File: config.mk
export PLATFORM = sky130hd
export DESIGN_NAME = chunked_send_ack_tracker_core_flat
export DESIGN_NICKNAME = d
export VERILOG_FILES = /design/src/hdl/cst_pkg.sv /design/src/hdl/cst_if.sv /design/src/hdl/chunked_send_ack_tracker_core.sv /design/src/flat_wrapper.sv
export SDC_FILE = /design/constraint.sdc
export NUM_CORES = 1
export LEC_CHECK = 0
export ABC_AREA = 0
export BUFFER_PORTS_ARGS = -buffer_cell sky130_fd_sc_hd__buf_2
export CAP_MARGIN = 20
export CORE_MARGIN = 4
export CORE_UTILIZATION = 63
export DETAILED_ROUTE_END_ITERATION = 16
export PLACE_DENSITY = 0.86
export REMOVE_ABC_BUFFERS = 1
export SLEW_MARGIN = 10
export SYNTH_ARGS = -nofsm -noshare
export SYNTH_HDL_FRONTEND = slang
export SYNTH_SLANG_ARGS = --single-unit
File: constraint.sdc
create_clock -name i_clk -period 6 [get_ports i_clk]
set_clock_uncertainty 0.05 [all_clocks]
set_input_delay 0.6 -clock i_clk [delete_from_list [all_inputs] [get_ports i_clk]]
set_output_delay 0.6 -clock i_clk [all_outputs]
set_load 0.01 [all_outputs]
File: src/hdl/cst_pkg.sv
// Package with field widths, result codes and the sequencer microprogram.
`timescale 1ns / 1ps

package cst_pkg;

    localparam int LEN_W   = 9;
    localparam int ACK_W   = 32;
    localparam int KIND_W  = 2;
    localparam int SEQ_W   = 5;
    localparam int OFF_W   = 8;
    localparam int CLEN_W  = 4;
    localparam int TOTAL_W = 6;
    localparam int UPC_W   = 4;

    localparam logic OP_START = 1'b0;
    localparam logic OP_ACK   = 1'b1;

    localparam logic [KIND_W-1:0] KIND_ANNOUNCE = 2'd0;
    localparam logic [KIND_W-1:0] KIND_CHUNK    = 2'd1;
    localparam logic [KIND_W-1:0] KIND_RESEND   = 2'd2;
    localparam logic [KIND_W-1:0] KIND_DONE     = 2'd3;

    typedef logic [UPC_W-1:0] t_upc;

    // Microprogram addresses.
    localparam t_upc UPC_IDLE     = 4'd0;
    localparam t_upc UPC_DISPATCH = 4'd1;
    localparam t_upc UPC_COUNT    = 4'd2;
    localparam t_upc UPC_ANNOUNCE = 4'd3;
    localparam t_upc UPC_CHUNK    = 4'd4;
    localparam t_upc UPC_DONE     = 4'd5;
    localparam t_upc UPC_ACK      = 4'd6;
    localparam t_upc UPC_TEST     = 4'd7;
    localparam t_upc UPC_SCAN     = 4'd8;
    localparam t_upc UPC_RESEND   = 4'd9;
    localparam t_upc UPC_LAST     = UPC_RESEND;

    typedef enum logic [3:0] {
        ACT_NONE    = 4'd0,
        ACT_LATCH   = 4'd1,
        ACT_COUNT   = 4'd2,
        ACT_SEQ_CLR = 4'd3,
        ACT_CHUNK   = 4'd4,
        ACT_FINISH  = 4'd5,
        ACT_ACK     = 4'd6,
        ACT_TEST    = 4'd7,
        ACT_SCAN    = 4'd8,
        ACT_SWEEP   = 4'd9
    } t_act;

    typedef enum logic [2:0] {
        EM_NONE     = 3'd0,
        EM_ANNOUNCE = 3'd1,
        EM_CHUNK    = 3'd2,
        EM_RESEND   = 3'd3,
        EM_DONE     = 3'd4
    } t_emit;

    typedef enum logic [2:0] {
        C_TRUE     = 3'd0,
        C_GO       = 3'd1,
        C_OP_ACK   = 3'd2,
        C_REM_NZ   = 3'd3,
        C_CNT_ZERO = 3'd4,
        C_SEQ_LAST = 3'd5,
        C_SCAN_END = 3'd6,
        C_FOUND    = 3'd7
    } t_cnd;

    typedef struct packed {
        logic  rdy;
        t_act  act;
        t_emit emit;
        t_cnd  cnd;
        t_upc  tgt_t;
        t_upc  tgt_f;
    } t_uword;

    function automatic t_uword cst_rom(input t_upc addr);
        t_uword w;
        w = '{1'b0, ACT_NONE, EM_NONE, C_TRUE, UPC_IDLE, UPC_IDLE};
        unique case (addr)
            UPC_IDLE:     w = '{1'b1, ACT_LATCH,   EM_NONE,     C_GO,
                                UPC_DISPATCH, UPC_IDLE};
            UPC_DISPATCH: w = '{1'b0, ACT_NONE,    EM_NONE,     C_OP_ACK,
                                UPC_ACK, UPC_COUNT};
            UPC_COUNT:    w = '{1'b0, ACT_COUNT,   EM_NONE,     C_REM_NZ,
                                UPC_COUNT, UPC_ANNOUNCE};
            UPC_ANNOUNCE: w = '{1'b0, ACT_SEQ_CLR, EM_ANNOUNCE, C_CNT_ZERO,
                                UPC_DONE, UPC_CHUNK};
            UPC_CHUNK:    w = '{1'b0, ACT_CHUNK,   EM_CHUNK,    C_SEQ_LAST,
                                UPC_IDLE, UPC_CHUNK};
            UPC_DONE:     w = '{1'b0, ACT_FINISH,  EM_DONE,     C_TRUE,
                                UPC_IDLE, UPC_IDLE};
            UPC_ACK:      w = '{1'b0, ACT_ACK,     EM_NONE,     C_TRUE,
                                UPC_TEST, UPC_TEST};
            UPC_TEST:     w = '{1'b0, ACT_TEST,    EM_NONE,     C_TRUE,
                                UPC_SCAN, UPC_SCAN};
            UPC_SCAN:     w = '{1'b0, ACT_SCAN,    EM_NONE,     C_SCAN_END,
                                UPC_RESEND, UPC_SCAN};
            UPC_RESEND:   w = '{1'b0, ACT_SWEEP,   EM_RESEND,   C_FOUND,
                                UPC_IDLE, UPC_DONE};
            default:      w = '{1'b0, ACT_NONE,    EM_NONE,     C_TRUE,
                                UPC_IDLE, UPC_IDLE};
        endcase
        return w;
    endfunction

endpackage

File: src/hdl/cst_if.sv
// Handshake channel interfaces for the input items and the result beats.
`timescale 1ns / 1ps

interface cst_item_if;
    logic                        valid;
    logic                        ready;
    logic                        op;
    logic [cst_pkg::LEN_W-1:0]   msg_len;
    logic                        ack_present;
    logic [cst_pkg::ACK_W-1:0]   ack_value;

    modport source (output valid, op, msg_len, ack_present, ack_value, input ready);
    modport sink   (input valid, op, msg_len, ack_present, ack_value, output ready);
endinterface

interface cst_result_if;
    logic                          valid;
    logic                          ready;
    logic [cst_pkg::KIND_W-1:0]    kind;
    logic [cst_pkg::SEQ_W-1:0]     seq_num;
    logic [cst_pkg::OFF_W-1:0]     byte_offset;
    logic [cst_pkg::CLEN_W-1:0]    chunk_len;
    logic [cst_pkg::TOTAL_W-1:0]   chunk_total;
    logic                          last;

    modport source (output valid, kind, seq_num, byte_offset, chunk_len, chunk_total, last,
                    input ready);
    modport sink   (input valid, kind, seq_num, byte_offset, chunk_len, chunk_total, last,
                    output ready);
endinterface

File: src/hdl/chunked_send_ack_tracker_core.sv
// Top level: sender-side chunk tracker with acknowledge bitmap and selective resend.
`timescale 1ns / 1ps

// Sender side of a chunked transfer, run by a small microprogram. A start item
// computes the chunk count by repeated subtraction (one chunk per cycle), then
// emits an announce beat and one descriptor beat per chunk, or a done beat when
// there are no chunks. An acknowledge attempt visits bitmap positions while the
// sweep hunts for the next unacknowledged chunk (at most chunk_total positions)
// and ends in a done beat when every chunk is acknowledged. The bitmap scan, one
// position per cycle, sets the attempt time. A new item is taken only when the
// sequencer is back at its idle step; a finished beat waits in the output register
// without holding up the sequencer unless a second beat is due.
module chunked_send_ack_tracker_core #(
    parameter int CHUNK_BYTES = 8,
    parameter int MAX_CHUNKS  = 32
) (
    input  logic                 i_clk,
    input  logic                 i_rst_n,
    cst_item_if.sink             i_item,
    cst_result_if.source         o_result
);

    localparam int IW       = (MAX_CHUNKS > 1) ? $clog2(MAX_CHUNKS) : 1;
    localparam int CW       = $clog2(MAX_CHUNKS + 1);
    localparam int CAPACITY = MAX_CHUNKS * CHUNK_BYTES;
    localparam int OFFW     = $clog2(CAPACITY + 1);
    localparam int CBW      = $clog2(CHUNK_BYTES + 1);

    cst_pkg::t_upc   r_upc;
    cst_pkg::t_uword w_uw;

    logic [MAX_CHUNKS-1:0]         r_ack_map;
    logic [CW-1:0]                 r_count;
    logic [IW-1:0]                 r_sweep;
    logic [cst_pkg::LEN_W-1:0]     r_saved;
    logic                          r_busy;
    logic [cst_pkg::LEN_W-1:0]     r_rem;
    logic [IW-1:0]                 r_seq;
    logic [IW-1:0]                 r_scan;
    logic [CW-1:0]                 r_left;
    logic                          r_found;
    logic                          r_resend;
    logic                          r_op;
    logic                          r_ack_present;
    logic [cst_pkg::ACK_W-1:0]     r_ack_value;

    logic                          r_out_valid;
    logic [cst_pkg::KIND_W-1:0]    r_kind;
    logic [cst_pkg::SEQ_W-1:0]     r_seq_num;
    logic [cst_pkg::OFF_W-1:0]     r_byte_offset;
    logic [cst_pkg::CLEN_W-1:0]    r_chunk_len;
    logic [cst_pkg::TOTAL_W-1:0]   r_chunk_total;
    logic                          r_last;

    logic                          w_emit_on;
    logic                          w_hold;
    logic                          w_cond;
    logic [cst_pkg::LEN_W-1:0]     w_sat_len;
    logic                          w_seq_last;
    logic [IW-1:0]                 w_p_next;
    logic                          w_hit;
    logic [IW-1:0]                 w_seq_sel;
    logic [OFFW-1:0]               w_off;
    logic [CBW-1:0]                w_len;
    logic                          w_sel_last;

    assign w_uw = cst_pkg::cst_rom(r_upc);

    assign i_item.ready = w_uw.rdy;

    assign w_sat_len = (32'(i_item.msg_len) > CAPACITY) ? cst_pkg::LEN_W'(CAPACITY)
                                                         : i_item.msg_len;
    assign w_seq_last = (CW'(r_seq) + CW'(1)) == r_count;
    assign w_p_next   = ((CW'(r_scan) + CW'(1)) == r_count) ? '0 : r_scan + IW'(1);
    assign w_hit      = !r_ack_map[w_p_next];

    // A resend step only produces a beat when the swept chunk was still open.
    assign w_emit_on = (w_uw.emit != cst_pkg::EM_NONE) &&
                       !(w_uw.emit == cst_pkg::EM_RESEND && !r_resend);
    assign w_hold    = w_emit_on && r_out_valid && !o_result.ready;

    always_comb begin
        unique case (w_uw.cnd)
            cst_pkg::C_TRUE:     w_cond = 1'b1;
            cst_pkg::C_GO:       w_cond = i_item.valid &&
                                          (i_item.op == cst_pkg::OP_START || r_busy);
            cst_pkg::C_OP_ACK:   w_cond = r_op == cst_pkg::OP_ACK;
            cst_pkg::C_REM_NZ:   w_cond = r_rem != '0;
            cst_pkg::C_CNT_ZERO: w_cond = r_count == '0;
            cst_pkg::C_SEQ_LAST: w_cond = w_seq_last;
            cst_pkg::C_SCAN_END: w_cond = w_hit || r_left == CW'(1);
            cst_pkg::C_FOUND:    w_cond = r_found;
            default:             w_cond = 1'b1;
        endcase
    end

    // Descriptor datapath shared by initial sends and resends.
    assign w_seq_sel  = (w_uw.emit == cst_pkg::EM_CHUNK) ? r_seq : r_sweep;
    assign w_sel_last = (CW'(w_seq_sel) + CW'(1)) == r_count;
    assign w_off      = OFFW'(w_seq_sel) * OFFW'(CHUNK_BYTES);
    assign w_len      = w_sel_last ? CBW'(OFFW'(r_saved) - w_off) : CBW'(CHUNK_BYTES);

    always_ff @(posedge i_clk) begin
        if (!i_rst_n) begin
            r_upc     <= cst_pkg::UPC_IDLE;
            r_ack_map <= '0;
            r_count   <= '0;
            r_sweep   <= '0;
            r_saved   <= '0;
            r_busy    <= 1'b0;
        end else if (!w_hold) begin
            r_upc <= w_cond ? w_uw.tgt_t : w_uw.tgt_f;
            unique case (w_uw.act)
                cst_pkg::ACT_NONE: begin
                end
                cst_pkg::ACT_LATCH: begin
                    if (i_item.valid) begin
                        r_op          <= i_item.op;
                        r_ack_present <= i_item.ack_present;
                        r_ack_value   <= i_item.ack_value;
                        if (i_item.op == cst_pkg::OP_START) begin
                            r_saved   <= w_sat_len;
                            r_rem     <= w_sat_len;
                            r_count   <= '0;
                            r_ack_map <= '0;
                            r_sweep   <= '0;
                            r_busy    <= 1'b0;
                        end
                    end
                end
                cst_pkg::ACT_COUNT: begin
                    if (r_rem != '0) begin
                        r_rem   <= (r_rem > cst_pkg::LEN_W'(CHUNK_BYTES))
                                   ? r_rem - cst_pkg::LEN_W'(CHUNK_BYTES) : '0;
                        r_count <= r_count + CW'(1);
                    end
                end
                cst_pkg::ACT_SEQ_CLR: begin
                    r_seq <= '0;
                end
                cst_pkg::ACT_CHUNK: begin
                    r_seq  <= r_seq + IW'(1);
                    r_busy <= 1'b1;
                end
                cst_pkg::ACT_FINISH: begin
                    r_busy  <= 1'b0;
                    r_sweep <= '0;
                end
                cst_pkg::ACT_ACK: begin
                    if (r_ack_present && r_ack_value < cst_pkg::ACK_W'(r_count)) begin
                        r_ack_map[r_ack_value[IW-1:0]] <= 1'b1;
                    end
                end
                cst_pkg::ACT_TEST: begin
                    r_resend <= !r_ack_map[r_sweep];
                    r_scan   <= r_sweep;
                    r_left   <= r_count;
                end
                cst_pkg::ACT_SCAN: begin
                    r_scan  <= w_p_next;
                    r_left  <= r_left - CW'(1);
                    r_found <= w_hit;
                end
                cst_pkg::ACT_SWEEP: begin
                    if (r_found) begin
                        r_sweep <= r_scan;
                    end
                end
                default: begin
                end
            endcase
        end
    end

    // Output register: one beat waits here while the sequencer moves on.
    always_ff @(posedge i_clk) begin
        if (!i_rst_n) begin
            r_out_valid <= 1'b0;
        end else if (w_emit_on && !w_hold) begin
            r_out_valid <= 1'b1;
        end else if (o_result.ready) begin
            r_out_valid <= 1'b0;
        end
    end

    always_ff @(posedge i_clk) begin
        if (w_emit_on && !w_hold) begin
            r_chunk_total <= cst_pkg::TOTAL_W'(r_count);
            unique case (w_uw.emit)
                cst_pkg::EM_CHUNK, cst_pkg::EM_RESEND: begin
                    r_kind        <= (w_uw.emit == cst_pkg::EM_CHUNK) ? cst_pkg::KIND_CHUNK
                                                                      : cst_pkg::KIND_RESEND;
                    r_seq_num     <= cst_pkg::SEQ_W'(w_seq_sel);
                    r_byte_offset <= cst_pkg::OFF_W'(w_off);
                    r_chunk_len   <= cst_pkg::CLEN_W'(w_len);
                    r_last        <= (w_uw.emit == cst_pkg::EM_CHUNK) ? w_seq_last : r_found;
                end
                cst_pkg::EM_DONE: begin
                    r_kind        <= cst_pkg::KIND_DONE;
                    r_seq_num     <= '0;
                    r_byte_offset <= '0;
                    r_chunk_len   <= '0;
                    r_last        <= 1'b1;
                end
                default: begin
                    r_kind        <= cst_pkg::KIND_ANNOUNCE;
                    r_seq_num     <= '0;
                    r_byte_offset <= '0;
                    r_chunk_len   <= '0;
                    r_last        <= 1'b0;
                end
            endcase
        end
    end

    assign o_result.valid       = r_out_valid;
    assign o_result.kind        = r_kind;
    assign o_result.seq_num     = r_seq_num;
    assign o_result.byte_offset = r_byte_offset;
    assign o_result.chunk_len   = r_chunk_len;
    assign o_result.chunk_total = r_chunk_total;
    assign o_result.last        = r_last;

`ifndef NO_ASSERTIONS
    a_busy_has_chunks: assert property (@(posedge i_clk) disable iff (!i_rst_n)
        r_busy |-> r_count != '0)
        else $error("active message with zero chunks");

    a_sweep_in_range: assert property (@(posedge i_clk) disable iff (!i_rst_n)
        r_busy |-> CW'(r_sweep) < r_count)
        else $error("sweep position beyond chunk count");

    a_scan_bounded: assert property (@(posedge i_clk) disable iff (!i_rst_n)
        r_upc == cst_pkg::UPC_SCAN |-> r_left != '0)
        else $error("bitmap scan ran past the chunk count");

    a_upc_in_program: assert property (@(posedge i_clk) disable iff (!i_rst_n)
        r_upc <= cst_pkg::UPC_LAST)
        else $error("step counter left the microprogram");
`endif

endmodule

File: src/flat_wrapper.sv
// flat-port wrapper written by rule: the top's interface ports become plain ports
module chunked_send_ack_tracker_core_flat 
#(
    parameter int CHUNK_BYTES = 8,
    parameter int MAX_CHUNKS  = 32
)
  (i_clk, i_rst_n, i_item_valid, i_item_op, i_item_msg_len, i_item_ack_present, i_item_ack_value, i_item_ready, o_result_valid, o_result_kind, o_result_seq_num, o_result_byte_offset, o_result_chunk_len, o_result_chunk_total, o_result_last, o_result_ready);
  cst_item_if i_item_i ();
  cst_result_if o_result_i ();
  input  logic i_clk;
  input  logic i_rst_n;
  input wire logic [$bits(i_item_i.valid)-1:0] i_item_valid;
  input wire logic [$bits(i_item_i.op)-1:0] i_item_op;
  input wire logic [$bits(i_item_i.msg_len)-1:0] i_item_msg_len;
  input wire logic [$bits(i_item_i.ack_present)-1:0] i_item_ack_present;
  input wire logic [$bits(i_item_i.ack_value)-1:0] i_item_ack_value;
  output wire logic [$bits(i_item_i.ready)-1:0] i_item_ready;
  output wire logic [$bits(o_result_i.valid)-1:0] o_result_valid;
  output wire logic [$bits(o_result_i.kind)-1:0] o_result_kind;
  output wire logic [$bits(o_result_i.seq_num)-1:0] o_result_seq_num;
  output wire logic [$bits(o_result_i.byte_offset)-1:0] o_result_byte_offset;
  output wire logic [$bits(o_result_i.chunk_len)-1:0] o_result_chunk_len;
  output wire logic [$bits(o_result_i.chunk_total)-1:0] o_result_chunk_total;
  output wire logic [$bits(o_result_i.last)-1:0] o_result_last;
  input wire logic [$bits(o_result_i.ready)-1:0] o_result_ready;
  assign i_item_i.valid = i_item_valid;
  assign i_item_i.op = i_item_op;
  assign i_item_i.msg_len = i_item_msg_len;
  assign i_item_i.ack_present = i_item_ack_present;
  assign i_item_i.ack_value = i_item_ack_value;
  assign i_item_ready = i_item_i.ready;
  assign o_result_valid = o_result_i.valid;
  assign o_result_kind = o_result_i.kind;
  assign o_result_seq_num = o_result_i.seq_num;
  assign o_result_byte_offset = o_result_i.byte_offset;
  assign o_result_chunk_len = o_result_i.chunk_len;
  assign o_result_chunk_total = o_result_i.chunk_total;
  assign o_result_last = o_result_i.last;
  assign o_result_i.ready = o_result_ready;
  chunked_send_ack_tracker_core #(.CHUNK_BYTES(CHUNK_BYTES), .MAX_CHUNKS(MAX_CHUNKS)) u_core (.i_clk(i_clk), .i_rst_n(i_rst_n), .i_item(i_item_i), .o_result(o_result_i));
endmodule
Word-level counts from Yosys, hierarchy flattened
Memory sizes are Yosys's and may differ from the RTL's. A register that Yosys moved wholly into a read port is not among the register bits.
Index checks and enable logic that the tools add are counted.
{ "word_totals": {"input_bits": 47, "ff_bits": 135, "rom_bits": 304, "n_memories": 1, "wordCells": 154, "out_inout_bits": 28} }
{ "classes": {"mux": 43, "reduce_logical": 40, "order_cmp": 7, "n_eq_ne": 28, "bitwise_logic": 3, "n_addsub": 9} }
{ "mem_list": {"columns": ["memory", "words", "width", "read_ports", "rd_ports_with_merged_regs", "wr", "line", "source"], "rows": [
  ["(no name shown)", 16, 19, 1, 1, 0, "cst_pkg.sv:82", "unique case (addr)"]
]} }
{ "ops": {"columns": ["cell", "n"], "rows": [
  ["$mux 32", 3],
  ["$pmux 32 s2", 1],
  ["$mux 9", 5],
  ["$lt 32x6->1", 1],
  ["$or 32x32->32", 1],
  ["$mux 5", 5],
  ["$pmux 6 s2", 2],
  ["$pmux 5 s2", 2],
  ["$add 5x1->6 const B", 3],
  ["$eq 6x6->1", 3],
  ["$lt 5x6->1 const B", 3],
  ["$mux 6", 3],
  ["$pmux 9 s2", 1],
  ["$eq 4x3->1 const B", 4],
  ["$mux 4", 4],
  ["$eq 3x3->1 const B", 5],
  ["$pmux 5 s3", 1],
  ["$reduce_and 5->1", 3],
  ["$eq 3x2->1 const B", 4],
  ["$reduce_and 3->1", 4],
  ["$reduce_and 4->1", 3],
  ["$add 5x1->5 const B", 2],
  ["$bmux 1 s5", 2],
  ["$reduce_bool 2->1", 5],
  ["32 further kinds", 60]
]} }

Depth between registers and ports, before layout
{ "depth": {"word_depth": 11, "mapped_depth": 16, "mapped_depth_nobuf": 13} }

Worst setup path after synthesis
OpenSTA, ideal clock, no wires.
{ "synth_timing": {"path_type": "register to register", "start": "register u_core.r_scan[1]", "end": "register u_core.w_uw[5] (netlist name)", "setup_time_ns": 0.072, "required_ns": 5.878, "stages_incl_launch_ff": 13, "arrival_ns": 3.614, "path_buffers": 1, "path_slack_ns": 2.264, "synth_period_minus_slack_ns": 3.736, "cell_sequence": "edfxtp_1 -> ha_1 -> xor2_1 -> mux4_2 -> mux2_2 -> a211o_1 -> o32a_4 -> a2111oi_4 -> and4b_1 -> buf_6 -> ha_1 -> or3_1 -> a21oi_1"} }
{ "synth_between": {"elab_chain_cells": 11, "word_cells_on_any_way": 12, "cone_classes": "add/sub: 2; eq/ne: 1; mux: 7; reduce/logical: 2"} }
{ "synth_lines": {"columns": ["element", "line", "source"], "rows": [
  ["start, declared", "chunked_send_ack_tracker_core.sv:39", "logic [IW-1:0] r_scan;"],
  ["start signal, assigned", "chunked_send_ack_tracker_core.sv:156", "r_scan <= r_sweep;"],
  ["start signal, assigned", "chunked_send_ack_tracker_core.sv:160", "r_scan <= w_p_next;"],
  ["$add 5x1->6", "chunked_send_ack_tracker_core.sv:74", "assign w_p_next = ((CW'(r_scan) + CW'(1)) == r_count) ? '0 : r_scan + IW'(1);"],
  ["$eq 6x6->1", "chunked_send_ack_tracker_core.sv:74", null],
  ["$mux 5 *", "chunked_send_ack_tracker_core.sv:74", null],
  ["$bmux 1 s5 *", "chunked_send_ack_tracker_core.sv:75", "assign w_hit = !r_ack_map[w_p_next];"],
  ["$mux 1 (not written as such) *", "chunked_send_ack_tracker_core.sv:75", null],
  ["$logic_not 1->1 *", "chunked_send_ack_tracker_core.sv:75", null],
  ["$logic_or 1x1->1 *", "chunked_send_ack_tracker_core.sv:91", "cst_pkg::C_SCAN_END: w_cond = w_hit || r_left == CW'(1);"],
  ["$pmux 1 s8 *", "chunked_send_ack_tracker_core.sv:83", "unique case (w_uw.cnd)"],
  ["$mux 4 *", "chunked_send_ack_tracker_core.sv:112", "r_upc <= w_cond ? w_uw.tgt_t : w_uw.tgt_f;"],
  ["$mux 4 (no source line) * (2 in a row)", null, null]
]} }
Every way passes the cells marked *; elsewhere a longest branch is shown, timed or not. The select of a mux whose other input is x is not followed.
A chain may end at the register's enable or synchronous reset.

Worst setup path in the final report
{ "layout_timing": {"start": "register u_core.r_scan[0]", "end": "register u_core.w_uw[5] (netlist name)"} }
{ "layout_between": {"elab_chain_cells": 11, "word_cells_on_any_way": 12, "cone_classes": "add/sub: 2; eq/ne: 1; mux: 7; reduce/logical: 2"} }
{ "layout_lines": {"columns": ["element", "line"], "rows": [
  ["$add 5x1->6", "chunked_send_ack_tracker_core.sv:74"],
  ["$eq 6x6->1", "chunked_send_ack_tracker_core.sv:74"],
  ["$mux 5 *", "chunked_send_ack_tracker_core.sv:74"],
  ["$bmux 1 s5 *", "chunked_send_ack_tracker_core.sv:75"],
  ["$mux 1 (not written as such) *", "chunked_send_ack_tracker_core.sv:75"],
  ["$logic_not 1->1 *", "chunked_send_ack_tracker_core.sv:75"],
  ["$logic_or 1x1->1 *", "chunked_send_ack_tracker_core.sv:91"],
  ["$pmux 1 s8 *", "chunked_send_ack_tracker_core.sv:83"],
  ["$mux 4 *", "chunked_send_ack_tracker_core.sv:112"],
  ["$mux 4 (no source line) * (2 in a row)", null]
]} }
Marks and branches as above.

==> impl_metrics.ini <==
[floorplanning]
die_w_microns = 116
die_y_microns = 116
fp.dieArea_sq_um = 13400
num_rows = 39
pin_count = 75
core-area_sq_um = 11400
initial_core_util_pct = 64.2

[grt]
grt_pass1_wl_microns = 26600
globalRoute.totalOverflow = 0
grt_antenna_before_repair = 0
grt_max_degree = 37
grt_pass1_vias = 5561
grt_util_all_layers_pct = 25.5

[detailed_routing]
drtAntennaViolNets = 0
dr.pass1.iters = 5
drt-initial-drc-count = 492
vias = 5591
post-route-drc-count = 0
wire_per_inst_microns = 18.0
routed_wl_microns = 16300
avgViaCountPerCell = 6.18

[critical_path]
endpoint_kind = flip-flop
worstPathArrival_ns = 4.85
slowest_delay_ns = 0.80
cp_num_buf_inv = 0
crit_path_frequent_cell = ha_1
critPathTopFamily = compound AO/OA/AOI/OAI gates
critPathKind = flip-flop to flip-flop
worstPathCellList = ha_1 > xor2_1 > mux4_2 > mux2_2 > a211o_1 > o32a_4 > a2111oi_4 > and4b_1 > ha_1 > or3_1 > a21oi_1
crit_start = u_core.r_scan[0]
worstSetupStartpointType = flip-flop
cp.required_ns = 6.30
slowest_stage = edfxtp_1
crit_fanout = 18
r2r_start = u_core.r_scan[0]

[clock_network]
cts_tree = done
cts_resized = 0
clkLatencyLatePin_ns = 0.42
clockRootBuffer = clkbuf_16
cts_num_sinks = 149
clk_transition_reported_paths_ns = 0.06
h-tree-depth = 4
cts_setup_buffers = 0
hold_buffers = 0
clk_path_buf_depth = 2
cts_made_buffers = 17

[yosys]
synthCells = 693
yosysTopAreaCellShare_pct = 32.4
async_reset_ff_share_pct = 0
ys_types = 67
synth_edf_count = 79
synthFlopType = edfxtp_1
netlist_area_sq_um = 7330
synth_seq_cells = 149
yosys_warnings = 0
synth_area_leaders = edfxtp_1 (32%), dfxtp_1 (19%), mux4_2 (4.3%)
seq_area_frac_synth_pct = 51.5
synth.avg_cell_area_sq_um = 10.6
synth_area_leader_cell = edfxtp_1

[place]
placed_cell_area_sq_um = 7680
gp_congestion = 0.923
io_buffers = 71
dp.cells = 871
dp.final_hpwl_microns = 11900

[timing]
rsz0062_at_grt = false
period_minus_slack_ns = 4.55
period_share_pct = 75.9
worst_slew_pin_slew_ns = 0.862
tns_ns = 0
drv_slew = 0
setup_viol = 0
relSlewSlack_pct = 42.3
final-hold-violation-count = 0
max_freq_ghz = 0.220

[run_status]
status = finished clean

[final_layout]
final_layout_size_suffix_gt1_share_pct = 18.7
area_growth_pct = 12.9
final_cell_mix = edfxtp_1 (79), nor2_1 (78), buf_2 (71), dfxtp_1 (70), nand2_1 (53)
layout_commonest_cell = edfxtp_1
final_nets = 812
fin_area_sq_um = 8280
antennaDiodeCount = 0
fillers = 784
final_cells = 904

[power_and_ir_drop]
ir_drop_mv = 0.263
power.density_nw_per_um2 = 352
p_total_uw = 2910
p_leak_uw = 0.00306

[run]
drv_cap = 0

[min_path]
hp-start = i_item_ack_value[28]
hold_class = input port to flip-flop
flip-flops by register name (all words and copies together), names as in the netlist:
name / count
u_core.o_result.seq_num: 5
u_core.o_result.kind: 2
u_core.o_result.chunk_total: 6
u_core.o_result.valid: 1
u_core.r_left: 6
u_core.o_result.chunk_len: 4
u_core.r_count: 6
u_core.r_ack_value: 32
u_core.r_ack_present: 1
u_core.r_ack_map: 32
u_core.r_scan: 5
u_core.r_sweep: 5
u_core.r_rem: 9
u_core.r_upc: 4
u_core.r_found: 1
u_core.r_seq: 5
u_core.r_saved: 4
u_core.r_op: 1
u_core.r_resend: 1
u_core.o_result.last: 1
u_core.w_uw: 17
u_core.r_busy: 1
metrics by stage:
step           worst slack [ns]  hold WS [ns]  utilization, %
6_report                   1.45         0.301            72.5
5_1_grt                    1.21         0.284            72.5
4_1_cts                    1.50         0.286            72.2
3_5_place_dp               1.52         0.433            67.3
3_3_place_gp               1.64         0.418            67.3
2_1_floorplan              1.99         0.395               -
cell usage after synthesis, drive strengths merged (6+ instances only):
master  instances
nor2b           7
o21ai          29
and2           14
nand3          13
dfxtp          70
xor2           14
nand2          53
xnor2          23
nor3           21
mux2i          13
edfxtp         79
a21boi          7
buf            17
nor4            8
nand4          10
clkbuf         24
nor2           79
o22ai           7
mux4           14
or3             6
inv            31
a21oi          49
nand2b         11
nor3b          11
ha             17
power by group:
group | internal (uW) | switching [uW] | total [uW]
combinational | 218 | 364 | 582
sequential | 1230 | 88.9 | 1320
clock | 605 | 402 | 1010
worst paths after layout:
| check | to | slack [ns] | cells past startpoint |
|---|---|---|---|
| min | u_core.r_ack_value[28] | 0.30 | 1 |
| max reg2reg | u_core.w_uw[5] | 1.45 | 11 |
| min reg2reg | u_core.r_ack_map[27] | 0.45 | 2 |
| max | u_core.w_uw[5] | 1.45 | 11 |
final cells by class:
type	count	area (sq um)	share of cell area, %
inverter	32	120	1.45
timing repair buffer	75	405	4.90
clock inverter	14	138	1.66
clock buffer	18	429	5.19
tap	143	179	2.16
sequential	149	3770	45.6
multi-input combinational	473	3230	39.0
routing by layer:
layer	GRT usage [%]	wire, microns
met1	31.2	6370
met5	0	0
met3	5.80	1450
met2	42.9	8030
met4	12.2	402
cell families after synthesis:
kind of cell / after synthesis / synth area share (%)
AOI/OAI and AO/OA: 128 / 11.5
xor gates and xnor gates: 38 / 4.95
adders and majority gates: 17 / 2.90
buffers and inverters: 73 / 4.54
DFF: 149 / 51.5
muxes: 31 / 6.69
other: 1 / 0.0512
and+or+nand+nor: 256 / 17.9
No activity file was read; power rests on OpenSTA's default activity.
